--- src/rtl/sha256_pkg.sv ---
// ----------------------------------------------------------------------------
// SHA-256 hasher package
// Shared types, round constants and initial hash values.
// ----------------------------------------------------------------------------
package sha256_pkg;

  typedef enum logic [2:0] {
    ST_FILL,
    ST_PAD,
    ST_LOAD,
    ST_ROUND,
    ST_ADD,
    ST_EMIT
  } ctrl_state_e;

  // controller -> datapath
  typedef struct packed {
    logic       wr_en;
    logic [7:0] wr_data;
    logic       load;
    logic       round;
    logic       add;
    logic       init;
  } dp_cmd_t;

  // datapath -> controller
  typedef struct packed {
    logic [5:0] fill;
    logic [5:0] round_idx;
  } dp_stat_t;

  localparam logic [7:0] PadByte = 8'h80;
  localparam logic [5:0] LenPos  = 6'd56;

  localparam logic [31:0] RoundK [64] = '{
    32'h428a2f98, 32'h71374491, 32'hb5c0fbcf, 32'he9b5dba5, 32'h3956c25b,
    32'h59f111f1, 32'h923f82a4, 32'hab1c5ed5, 32'hd807aa98, 32'h12835b01,
    32'h243185be, 32'h550c7dc3, 32'h72be5d74, 32'h80deb1fe, 32'h9bdc06a7,
    32'hc19bf174, 32'he49b69c1, 32'hefbe4786, 32'h0fc19dc6, 32'h240ca1cc,
    32'h2de92c6f, 32'h4a7484aa, 32'h5cb0a9dc, 32'h76f988da, 32'h983e5152,
    32'ha831c66d, 32'hb00327c8, 32'hbf597fc7, 32'hc6e00bf3, 32'hd5a79147,
    32'h06ca6351, 32'h14292967, 32'h27b70a85, 32'h2e1b2138, 32'h4d2c6dfc,
    32'h53380d13, 32'h650a7354, 32'h766a0abb, 32'h81c2c92e, 32'h92722c85,
    32'ha2bfe8a1, 32'ha81a664b, 32'hc24b8b70, 32'hc76c51a3, 32'hd192e819,
    32'hd6990624, 32'hf40e3585, 32'h106aa070, 32'h19a4c116, 32'h1e376c08,
    32'h2748774c, 32'h34b0bcb5, 32'h391c0cb3, 32'h4ed8aa4a, 32'h5b9cca4f,
    32'h682e6ff3, 32'h748f82ee, 32'h78a5636f, 32'h84c87814, 32'h8cc70208,
    32'h90befffa, 32'ha4506ceb, 32'hbef9a3f7, 32'hc67178f2
  };

  localparam logic [31:0] InitH [8] = '{
    32'h6a09e667, 32'hbb67ae85, 32'h3c6ef372, 32'ha54ff53a,
    32'h510e527f, 32'h9b05688c, 32'h1f83d9ab, 32'h5be0cd19
  };

endpackage

--- src/rtl/sha256_if.sv ---
// ----------------------------------------------------------------------------
// SHA-256 stream channels
// Valid/ready channels for message bytes and digest words.
// ----------------------------------------------------------------------------
interface sha256_in_if;
  logic       valid;
  logic       ready;
  logic [7:0] msg_byte;
  logic       has_byte;
  logic       is_last;
  modport source (output valid, msg_byte, has_byte, is_last, input ready);
  modport sink   (input valid, msg_byte, has_byte, is_last, output ready);
endinterface

interface sha256_out_if;
  logic        valid;
  logic        ready;
  logic [31:0] digest_word;
  logic [2:0]  word_index;
  logic        last_word;
  modport source (output valid, digest_word, word_index, last_word, input ready);
  modport sink   (input valid, digest_word, word_index, last_word, output ready);
endinterface

--- src/rtl/sha256_stream_hasher_core.sv ---
// ----------------------------------------------------------------------------
// SHA-256 stream hasher
// Byte-serial SHA-256 with one compression round per cycle.
// ----------------------------------------------------------------------------
// Throughput: one byte per cycle while a block fills; each full block then
// passes through the round unit in order: load, 64 rounds, hash add.
// Last item: padding writes up to 64 bytes per extra block, one per cycle,
// then eight digest words are offered, one per cycle while ready is high.
// Reset: asynchronous, active low; hash words return to initial values.
module sha256_stream_hasher_core import sha256_pkg::*; (
  input  logic      clk_i,
  input  logic      rst_ni,
  sha256_in_if.sink   in_ch,
  sha256_out_if.source out_ch
);

  dp_cmd_t    cmd;
  dp_stat_t   stat;
  logic [2:0] idx;

  sha256_ctrl u_ctrl (
    .clk_i      (clk_i),
    .rst_ni     (rst_ni),
    .in_valid_i (in_ch.valid),
    .in_ready_o (in_ch.ready),
    .in_byte_i  (in_ch.msg_byte),
    .in_has_i   (in_ch.has_byte),
    .in_last_i  (in_ch.is_last),
    .out_ready_i(out_ch.ready),
    .out_valid_o(out_ch.valid),
    .out_idx_o  (idx),
    .stat_i     (stat),
    .cmd_o      (cmd)
  );

  sha256_dp u_dp (
    .clk_i    (clk_i),
    .rst_ni   (rst_ni),
    .cmd_i    (cmd),
    .rd_idx_i (idx),
    .rd_word_o(out_ch.digest_word),
    .stat_o   (stat)
  );

  assign out_ch.word_index = idx;
  assign out_ch.last_word  = (idx == 3'd7);

endmodule

--- src/rtl/sha256_ctrl.sv ---
// ----------------------------------------------------------------------------
// SHA-256 controller
// Sequences byte intake, padding, compression and digest output.
// ----------------------------------------------------------------------------
module sha256_ctrl import sha256_pkg::*; (
  input  logic        clk_i,
  input  logic        rst_ni,
  input  logic        in_valid_i,
  output logic        in_ready_o,
  input  logic [7:0]  in_byte_i,
  input  logic        in_has_i,
  input  logic        in_last_i,
  input  logic        out_ready_i,
  output logic        out_valid_o,
  output logic [2:0]  out_idx_o,
  input  dp_stat_t    stat_i,
  output dp_cmd_t     cmd_o
);

  ctrl_state_e state_q, state_d;
  logic        fin_q, fin_d;      // padding pending after block
  logic        pad_q, pad_d;      // 0x80 already placed
  logic        tail_q, tail_d;    // rest of block is zero, length goes in next block
  logic [63:0] bits_q, bits_d;
  logic [60:0] total_q, total_d;
  logic [2:0]  idx_q, idx_d;
  logic [7:0]  pad_byte;
  logic        acc;

  assign acc = in_valid_i && in_ready_o;

  always_comb begin
    if (!pad_q) begin
      pad_byte = PadByte;
    end else if (stat_i.fill < LenPos || tail_q) begin
      pad_byte = '0;
    end else begin
      pad_byte = bits_q[63 - 8*stat_i.fill[2:0] -: 8];
    end
  end

  always_comb begin
    state_d = state_q;
    fin_d   = fin_q;
    pad_d   = pad_q;
    tail_d  = tail_q;
    bits_d  = bits_q;
    total_d = total_q;
    idx_d   = idx_q;
    unique case (state_q)
      ST_FILL: begin
        if (acc) begin
          if (in_has_i) begin
            total_d = total_q + 61'd1;
          end
          if (in_last_i) begin
            fin_d  = 1'b1;
            pad_d  = 1'b0;
            bits_d = {total_d, 3'b000};
          end
          if (in_has_i && stat_i.fill == 6'd63) begin
            state_d = ST_LOAD;
          end else if (in_last_i) begin
            state_d = ST_PAD;
          end
        end
      end
      ST_PAD: begin
        pad_d = 1'b1;
        if (!pad_q) begin
          tail_d = (stat_i.fill >= LenPos);
        end
        if (stat_i.fill == 6'd63) begin
          state_d = ST_LOAD;
          tail_d  = 1'b0;
          if (pad_q && !tail_q) begin
            fin_d = 1'b0;
          end
        end
      end
      ST_LOAD:  state_d = ST_ROUND;
      ST_ROUND: if (stat_i.round_idx == 6'd63) state_d = ST_ADD;
      ST_ADD: begin
        if (fin_q) begin
          state_d = ST_PAD;
        end else if (pad_q) begin
          state_d = ST_EMIT;
          idx_d   = '0;
        end else begin
          state_d = ST_FILL;
        end
      end
      ST_EMIT: begin
        if (out_ready_i) begin
          idx_d = idx_q + 3'd1;
          if (idx_q == 3'd7) begin
            state_d = ST_FILL;
            pad_d   = 1'b0;
            total_d = '0;
          end
        end
      end
      default: state_d = ST_FILL;
    endcase
  end

  always_comb begin
    cmd_o       = '0;
    in_ready_o  = 1'b0;
    out_valid_o = 1'b0;
    unique case (state_q)
      ST_FILL: begin
        in_ready_o    = 1'b1;
        cmd_o.wr_en   = acc && in_has_i;
        cmd_o.wr_data = in_byte_i;
      end
      ST_PAD: begin
        cmd_o.wr_en   = 1'b1;
        cmd_o.wr_data = pad_byte;
      end
      ST_LOAD:  cmd_o.load  = 1'b1;
      ST_ROUND: cmd_o.round = 1'b1;
      ST_ADD:   cmd_o.add   = 1'b1;
      ST_EMIT: begin
        out_valid_o = 1'b1;
        cmd_o.init  = out_ready_i && idx_q == 3'd7;
      end
      default: ;
    endcase
  end

  assign out_idx_o = idx_q;

  always_ff @(posedge clk_i or negedge rst_ni) begin
    if (!rst_ni) begin
      state_q <= ST_FILL;
      fin_q   <= 1'b0;
      pad_q   <= 1'b0;
      tail_q  <= 1'b0;
      total_q <= '0;
      idx_q   <= '0;
    end else begin
      state_q <= state_d;
      fin_q   <= fin_d;
      pad_q   <= pad_d;
      tail_q  <= tail_d;
      total_q <= total_d;
      idx_q   <= idx_d;
    end
  end

  always_ff @(posedge clk_i) begin
    bits_q <= bits_d;
  end

endmodule

--- src/rtl/sha256_dp.sv ---
// ----------------------------------------------------------------------------
// SHA-256 datapath
// Message schedule window, round registers and hash words.
// ----------------------------------------------------------------------------
module sha256_dp import sha256_pkg::*; (
  input  logic        clk_i,
  input  logic        rst_ni,
  input  dp_cmd_t     cmd_i,
  input  logic [2:0]  rd_idx_i,
  output logic [31:0] rd_word_o,
  output dp_stat_t    stat_o
);

  logic [31:0] w_q [16];
  logic [31:0] v_q [8];
  logic [31:0] h_q [8];
  logic [5:0]  fill_q, rnd_q;
  logic [31:0] s0, s1, wn, wt, t1, t2, ch, maj, e1, a0;
  logic [3:0]  wr_word;
  logic [4:0]  wr_lsb;

  function automatic logic [31:0] ror(input logic [31:0] x, input int n);
    ror = (x >> n) | (x << (32 - n));
  endfunction

  // bytes land big-endian straight in the schedule window
  assign wr_word = fill_q[5:2];
  assign wr_lsb  = {~fill_q[1:0], 3'b000};

  // window shifts each round; w_q[0] is the current word
  assign s0 = ror(w_q[1], 7) ^ ror(w_q[1], 18) ^ (w_q[1] >> 3);
  assign s1 = ror(w_q[14], 17) ^ ror(w_q[14], 19) ^ (w_q[14] >> 10);
  assign wn = w_q[0] + s0 + w_q[9] + s1;
  assign wt = w_q[0];
  assign e1 = ror(v_q[4], 6) ^ ror(v_q[4], 11) ^ ror(v_q[4], 25);
  assign a0 = ror(v_q[0], 2) ^ ror(v_q[0], 13) ^ ror(v_q[0], 22);
  assign ch = (v_q[4] & v_q[5]) ^ (~v_q[4] & v_q[6]);
  assign maj = (v_q[0] & v_q[1]) ^ (v_q[0] & v_q[2]) ^ (v_q[1] & v_q[2]);
  assign t1 = v_q[7] + e1 + ch + RoundK[rnd_q] + wt;
  assign t2 = a0 + maj;

  always_ff @(posedge clk_i) begin
    if (cmd_i.wr_en) begin
      w_q[wr_word][wr_lsb +: 8] <= cmd_i.wr_data;
    end else if (cmd_i.round) begin
      for (int j = 0; j < 15; j++) begin
        w_q[j] <= w_q[j+1];
      end
      w_q[15] <= wn;
    end
    if (cmd_i.load) begin
      for (int j = 0; j < 8; j++) begin
        v_q[j] <= h_q[j];
      end
    end else if (cmd_i.round) begin
      v_q[0] <= t1 + t2;
      v_q[1] <= v_q[0];
      v_q[2] <= v_q[1];
      v_q[3] <= v_q[2];
      v_q[4] <= v_q[3] + t1;
      v_q[5] <= v_q[4];
      v_q[6] <= v_q[5];
      v_q[7] <= v_q[6];
    end
  end

  always_ff @(posedge clk_i or negedge rst_ni) begin
    if (!rst_ni) begin
      fill_q <= '0;
      rnd_q  <= '0;
      for (int j = 0; j < 8; j++) begin
        h_q[j] <= InitH[j];
      end
    end else begin
      if (cmd_i.wr_en) begin
        fill_q <= fill_q + 6'd1;
      end
      if (cmd_i.load) begin
        rnd_q <= '0;
      end else if (cmd_i.round) begin
        rnd_q <= rnd_q + 6'd1;
      end
      if (cmd_i.add) begin
        for (int j = 0; j < 8; j++) begin
          h_q[j] <= h_q[j] + v_q[j];
        end
      end else if (cmd_i.init) begin
        for (int j = 0; j < 8; j++) begin
          h_q[j] <= InitH[j];
        end
      end
    end
  end

  assign rd_word_o        = h_q[rd_idx_i];
  assign stat_o.fill      = fill_q;
  assign stat_o.round_idx = rnd_q;

endmodule
--- src/flat_wrapper.sv ---
// flat-port wrapper written by rule: the top's interface ports become plain ports
module sha256_stream_hasher_core_flat import sha256_pkg::*;
  (clk_i, rst_ni, in_ch_valid, in_ch_msg_byte, in_ch_has_byte, in_ch_is_last, in_ch_ready, out_ch_valid, out_ch_digest_word, out_ch_word_index, out_ch_last_word, out_ch_ready);
  sha256_in_if in_ch_i ();
  sha256_out_if out_ch_i ();
  input  logic clk_i;
  input  logic rst_ni;
  input wire logic [$bits(in_ch_i.valid)-1:0] in_ch_valid;
  input wire logic [$bits(in_ch_i.msg_byte)-1:0] in_ch_msg_byte;
  input wire logic [$bits(in_ch_i.has_byte)-1:0] in_ch_has_byte;
  input wire logic [$bits(in_ch_i.is_last)-1:0] in_ch_is_last;
  output wire logic [$bits(in_ch_i.ready)-1:0] in_ch_ready;
  output wire logic [$bits(out_ch_i.valid)-1:0] out_ch_valid;
  output wire logic [$bits(out_ch_i.digest_word)-1:0] out_ch_digest_word;
  output wire logic [$bits(out_ch_i.word_index)-1:0] out_ch_word_index;
  output wire logic [$bits(out_ch_i.last_word)-1:0] out_ch_last_word;
  input wire logic [$bits(out_ch_i.ready)-1:0] out_ch_ready;
  assign in_ch_i.valid = in_ch_valid;
  assign in_ch_i.msg_byte = in_ch_msg_byte;
  assign in_ch_i.has_byte = in_ch_has_byte;
  assign in_ch_i.is_last = in_ch_is_last;
  assign in_ch_ready = in_ch_i.ready;
  assign out_ch_valid = out_ch_i.valid;
  assign out_ch_digest_word = out_ch_i.digest_word;
  assign out_ch_word_index = out_ch_i.word_index;
  assign out_ch_last_word = out_ch_i.last_word;
  assign out_ch_i.ready = out_ch_ready;
  sha256_stream_hasher_core u_core (.clk_i(clk_i), .rst_ni(rst_ni), .in_ch(in_ch_i), .out_ch(out_ch_i));
endmodule
--- config.mk ---
export PLATFORM = sky130hd
export DESIGN_NAME = sha256_stream_hasher_core_flat
export DESIGN_NICKNAME = d
export VERILOG_FILES = /design/src/rtl/sha256_pkg.sv /design/src/rtl/sha256_if.sv /design/src/rtl/sha256_stream_hasher_core.sv /design/src/rtl/sha256_ctrl.sv /design/src/rtl/sha256_dp.sv /design/src/flat_wrapper.sv
export SDC_FILE = /design/constraint.sdc
export NUM_CORES = 2
export LEC_CHECK = 0
export BUFFER_PORTS_ARGS = -buffer_cell sky130_fd_sc_hd__buf_4
export CORE_MARGIN = 4
export CORE_UTILIZATION = 40
export CTS_BUF_LIST = sky130_fd_sc_hd__clkbuf_16
export CTS_CLUSTER_SIZE = 25
export DETAILED_ROUTE_END_ITERATION = 10
export GPL_TIMING_DRIVEN = 0
export MAX_ROUTING_LAYER = met4
export PLACE_DENSITY_LB_ADDON = 0.12
export SETUP_SLACK_MARGIN = 0.1
export SLEW_MARGIN = 20
export SYNTH_ARGS = -nofsm -noshare
export SYNTH_HDL_FRONTEND = slang
export SYNTH_SLANG_ARGS = --single-unit
--- constraint.sdc ---
create_clock -name clk_i -period 10.3 [get_ports clk_i]
set_input_delay 1.03 -clock clk_i [delete_from_list [all_inputs] [get_ports clk_i]]
set_output_delay 1.03 -clock clk_i [all_outputs]
set_load 0.01 [all_outputs]
# Yosys cells after proc, flatten, opt, wreduce, memory -nomap -nowiden
# Memories as Yosys holds them, arrays and structs flattened.
# Index checks and enable logic that the tools add are counted.
# Widths: inputs -> output; s select.
[totals]
reg_bits = 399
mem_bits_rw = 768
mem_bits_ro = 2048
wordCells = 199
n_memories = 3
[memory_table]
columns = ["memory", "words", "word_bits", "read_ports", "rd_ports_with_merged_regs", "write_ports", "line_no", "rtl"]
rows = [
  ["(name not given)", 64, 32, 1, 0, 0, "sha256_dp.sv:39", "assign t1 = v_q[7] + e1 + ch + RoundK[rnd_q] + wt;"],
  ["u_core.u_dp.w_q", 16, 32, 16, 0, 16, "sha256_dp.sv:14", "logic [31:0] w_q [16];"],
  ["u_core.u_dp.v_q", 8, 32, 8, 0, 8, "sha256_dp.sv:15", "logic [31:0] v_q [8];"],
]
[classes]
addsub = 24
magnitude_cmp = 4
n_eq_ne = 19
shifts = 3
mux = 69
n_bitwise = 38
reduce_logical = 22
[op_table]
columns = ["operator", "count"]
rows = [
  ["$add 32x32->32", 18],
  ["$mux 256", 2],
  ["$mux 32", 15],
  ["$xor 32x32->32", 9],
  ["$mux 61", 4],
  ["$and 32x32->32", 5],
  ["$pmux 61 s2", 1],
  ["$bmux 32 s3", 1],
  ["$shiftx 71x33->8", 1],
  ["$add 61x1->61 const B", 1],
  ["$mux 3", 12],
  ["$not 32->32", 1],
  ["$or 10x32->32", 1],
  ["$or 13x32->32", 1],
  ["$or 14x32->32", 1],
  ["$or 15x32->32", 1],
  ["$or 19x32->32", 1],
  ["$or 21x32->32", 1],
  ["$or 25x32->32", 1],
  ["$or 26x32->32", 1],
  ["$or 30x32->32", 1],
  ["$or 7x32->32", 1],
  ["$reduce_or 32->1", 1],
  ["$shift 8x7->32 const A", 1],
  ["other kinds (42)", 97],
]

# Depth between registers and ports, before layout
# An unclocked memory read counts as a cell.
[logic_depth]
depth_word = 10
depth_mapped = 40

# Cells and area by module
# A second synthesis with hierarchy kept.
[hier_totals]
cells_unflattened = 7695
hier_area_um2 = 78661.7
[by_module_without_submodules]
columns = ["module", "n_inst", "cells_each", "area_each_um2"]
rows = [
  ["sha256_dp", 1, 6915, 70910.5],
  ["sha256_ctrl", 1, 779, 7744.9],
  ["sha256_stream_hasher_core", 1, 1, 6.3],
]

# Least setup slack after synthesis
# Ideal clock, no wire load.
[synth_path]
kind = "reg2reg"
from = "register u_core.u_dp.rnd_q[1]"
to = "memory u_core.u_dp.v_q[0][30], data pin"
setup_time_ps = 268
arrival_time_ps = 8657
required_ps = 10032
slack_ps = 1375
stages_incl_launch_ff = 37
n_path_buf = 3
synth_period_minus_slack_ps = 8925
path_cell_list = "dfrtp_1 > clkbuf_1 > inv_1 > ha_1 > clkbuf_1 > or2_2 > clkbuf_1 > nand3_1 > o31ai_1 > mux4_2 > fa_1 > fa_1 > fa_1 > inv_1 > ha_1 > fa_1 > a211o_1 > o211ai_1 > a2111oi_0 > or3_1 > a31o_2 > a21oi_1 > inv_1 > a21oi_1 > xnor2_1 > inv_1 > fa_1 > inv_1 > ha_1 > or3_1 > o21ai_0 > a31oi_1 > a41o_1 > or4_1 > a31oi_1 > xor2_1 > o21ai_0"
[synth_lines]
columns = ["item", "line_no", "rtl"]
rows = [
  ["from (decl)", "sha256_dp.sv:17", "logic [5:0] fill_q, rnd_q;"],
  ["from (signal assigned)", "sha256_dp.sv:81", "rnd_q <= rnd_q + 6'd1;"],
  ["to (decl)", "sha256_dp.sv:15", ""],
]

==> qor.yml <==
run_status: "complete, no violations"
met3_usage_pct: 4.650
first_iter_violations: 6167
synth.distinct_cells: 90
maxCapViolCount: 0
grt_pass1_vias: 58440
grt-ovfl-total: 0
setup.worst_path.start: "u_core.u_dp.rnd_q[1]"
synth_edf_count: 829
vias_per_cell: 5.945
hold_viol: 0
synth_seq_area_share_pct: 43.92
cpMostUsedCell: "fa_1"
fp.dieArea_um2: 197900
grt_pass1_wl_um: 435200
required_ns: 10.80
synth.area.top_cells: "edfxtp_1 (33%), a21o_1 (6.8%), dfrtp_1 (6.6%), ha_1 (6.5%), fa_1 (5.1%)"
synth_nets: 7915
final_area_um2: 85540
grt.total_usage_pct: 31.47
worst_slew_pin_slew_ns: 1.208
cts.clk_slew.worst_paths_ns: 0.06
ant_nets: 0
syn_to_final_growth_pct: 12.07
dpl_cell_area_um2: 80620
hpwl_um: 241400
vias: 60562
synth_seq_cells: 1167
initial_core_util_pct: 40.17
hold_class: "input port to asynchronous set/reset pin"
core_um2: 190000
nNetsFinal: 8165
fin_crit_ns: 9.988
ys.flop_type: "edfxtp_1"
grt.busiest_layer: "met2"
dp_slack_ns: -2.289
endpoint_kind: "flip-flop"
cts.sinks: 1167
numCtsBuffers: 142
fp.dieW_um: 444.8
cts_root_buf: "clkbuf_16"
max_clock_freq_mhz: 100.1
cp_slowest_cell: "mux4_2"
crit_path_start_kind: "flip-flop"
critical_path_arrival_ns: 10.49
antenna_found_initial: 18
synth_top_area_share_pct: 32.62
cts_tree: "built"
rsz0062_at_grt: "false"
reg2reg_from: "u_core.u_dp.rnd_q[1]"
worstSetupPathType: "flip-flop to flip-flop"
port_buffers: 50
met2_usage_pct: 48.64
dr.pass1.iters: 8
clk_latency_ns: 0.83
fin_tns_setup_ns: 0
use_met1_pct: 41.37
ios: 52
avgRoutedWirePerCell_um: 30.33
cp_top_family: "adder cells"
setup_ws_ns: 0.3115
wl_um: 309000
worstPathMaxFanout: 9
syn_inst: 7308
max_slew_margin_pct: 19.45
layout-drive-gt1-share_pct: 10.40
synth_area_um2: 76320
maxSlewViolCount: 0
cts_hold_buf: 0
cp_slowest_stage_delay_ns: 0.66
die_h_um: 444.8
post-route-period-util_pct: 96.98
finClkSkew_ns: 0.05066
grt_max_degree: 78
synthArstFlopShare_pct: 28.96
setup_viol: 0
avgSynthCellArea_um2: 10.44
yosysTopAreaCell: "edfxtp_1"
cts.htree.levels: 4
rows: 160
ys_warn_count: 0
gp_congestion: 1.012
crit_buf_inv: 5
clk_path_buf_depth: 3
drc_errors: 0
## cells in the final DEF, fill, tap and decap left out, types with 21 or more instances in the layout
master / count
a211o_1: 24
a211oi_1: 45
a21o_1: 695
a21oi_1: 449
a22o_1: 36
a31oi_1: 41
and2_1: 23
and3_1: 45
buf_1: 21
buf_4: 86
clkbuf_1: 301
clkbuf_16: 143
clkbuf_2: 49
clkinv_1: 26
dfrtp_1: 198
dfstp_2: 136
edfxtp_1: 829
fa_1: 195
ha_1: 391
inv_1: 338
mux2_2: 122
mux2i_1: 24
mux4_2: 81
nand2_1: 829
nand2b_1: 55
nand3_1: 113
nand4_1: 31
nor2_1: 427
nor2b_1: 35
nor3_1: 87
o211ai_1: 32
o21a_1: 58
o21ai_0: 441
o21ai_1: 69
o21bai_1: 52
o22ai_1: 34
o31ai_1: 57
or3_1: 33
xnor2_1: 410
xor2_1: 226
## layout make-up
type	count	area [µm²]
diodes	6	15.01
plain buffers	390	1577
clock buffers	143	3578
clock inverters	113	832.0
fillers	18124	104400
inverters	294	1120
multi-input cells	5453	40570
flip-flops and latches	1167	33530
well taps	2511	3142
repair buffers	110	1180
## registers in the layout, indices dropped and copies added (netlist names)
name,count
u_core.u_ctrl.bits_q,61
u_core.u_ctrl.fin_q,1
u_core.u_ctrl.out_idx_o,3
u_core.u_ctrl.pad_q,1
u_core.u_ctrl.state_q,3
u_core.u_ctrl.tail_q,1
u_core.u_ctrl.total_q,61
u_core.u_dp.fill_q,6
u_core.u_dp.h_q,256
u_core.u_dp.rnd_q,6
u_core.u_dp.v_q,256
u_core.u_dp.w_q,512
## per-stage QoR
| stage | hold WS (ns) | instances | utilization, % |
|---|---|---|---|
| 2_1_floorplan | 0.4569 | 7308 | - |
| 3_3_place_gp | 0.4750 | 9869 | 42.03 |
| 3_5_place_dp | 0.4828 | 9912 | 42.44 |
| 4_1_cts | 0.1544 | 10170 | 44.88 |
| 5_1_grt | 0.1892 | 10184 | 45.02 |
| 6_report | 0.1847 | 10187 | 45.02 |
## synthesized netlist by cell type, types with 32 or more instances
cell and count:
o21ai_0 511, nand2_1 831, or3_1 33, buf_1 32, nor3_1 89, o31ai_1 59, o211ai_1 32, a21oi_1 457
nand3_1 113, o21a_1 58, a31oi_1 45, a22o_1 36, dfrtp_1 202, o21bai_1 52, and3_1 45, edfxtp_1 829
inv_1 289, clkbuf_1 358, nand2b_1 57, xor2_1 230, fa_1 195, xnor2_1 413, nor2b_1 36, ha_1 398
a21o_1 695, a211oi_1 46, mux2_2 122, mux4_2 81, o22ai_1 34, dfstp_2 136, nor2_1 435
## layer usage
metal,wire length (µm),part of all wire (%)
met1,131800,43
met2,141200,46
met3,19980,6.5
met4,16080,5.2
met5,0,0
## path summary, 6_finish.rpt
kind	to	slack (ns)	cells after the start
max	u_core.u_dp.v_q[0][30]	0.31	32
min	u_core.u_dp.h_q[196]	0.18	1
max reg2reg	u_core.u_dp.v_q[0][30]	0.31	32
min reg2reg	u_core.u_ctrl.total_q[60]	0.49	1
max in group asynchronous	u_core.u_ctrl.total_q[14]	9.13	2
min in group clk_i	u_core.u_ctrl.total_q[60]	0.49	1
## kinds of logic after synthesis
logic type / synth area share [%]
AO/OA/AOI/OAI: 18.90
buffers and inverters: 3.402
adder cells (fa/ha/maj): 11.68
XOR/XNOR: 7.379
multiplexers: 4.544
AND/OR/NAND/NOR: 10.17
flip-flops: 43.92
## what timing repair did
| action | 4_1_cts | 5_1_grt |
|---|---|---|
| setup endpoints to repair | 38 | 8 |
| pin swaps | 2 | 4 |
| gates cloned | 0 | 0 |
| setup buffers | 5 | 12 |
| gates resized for setup | 72 | 64 |
Power is not shown: default switching activity piles up to over one toggle a cycle in this logic, so the estimate is an artifact.
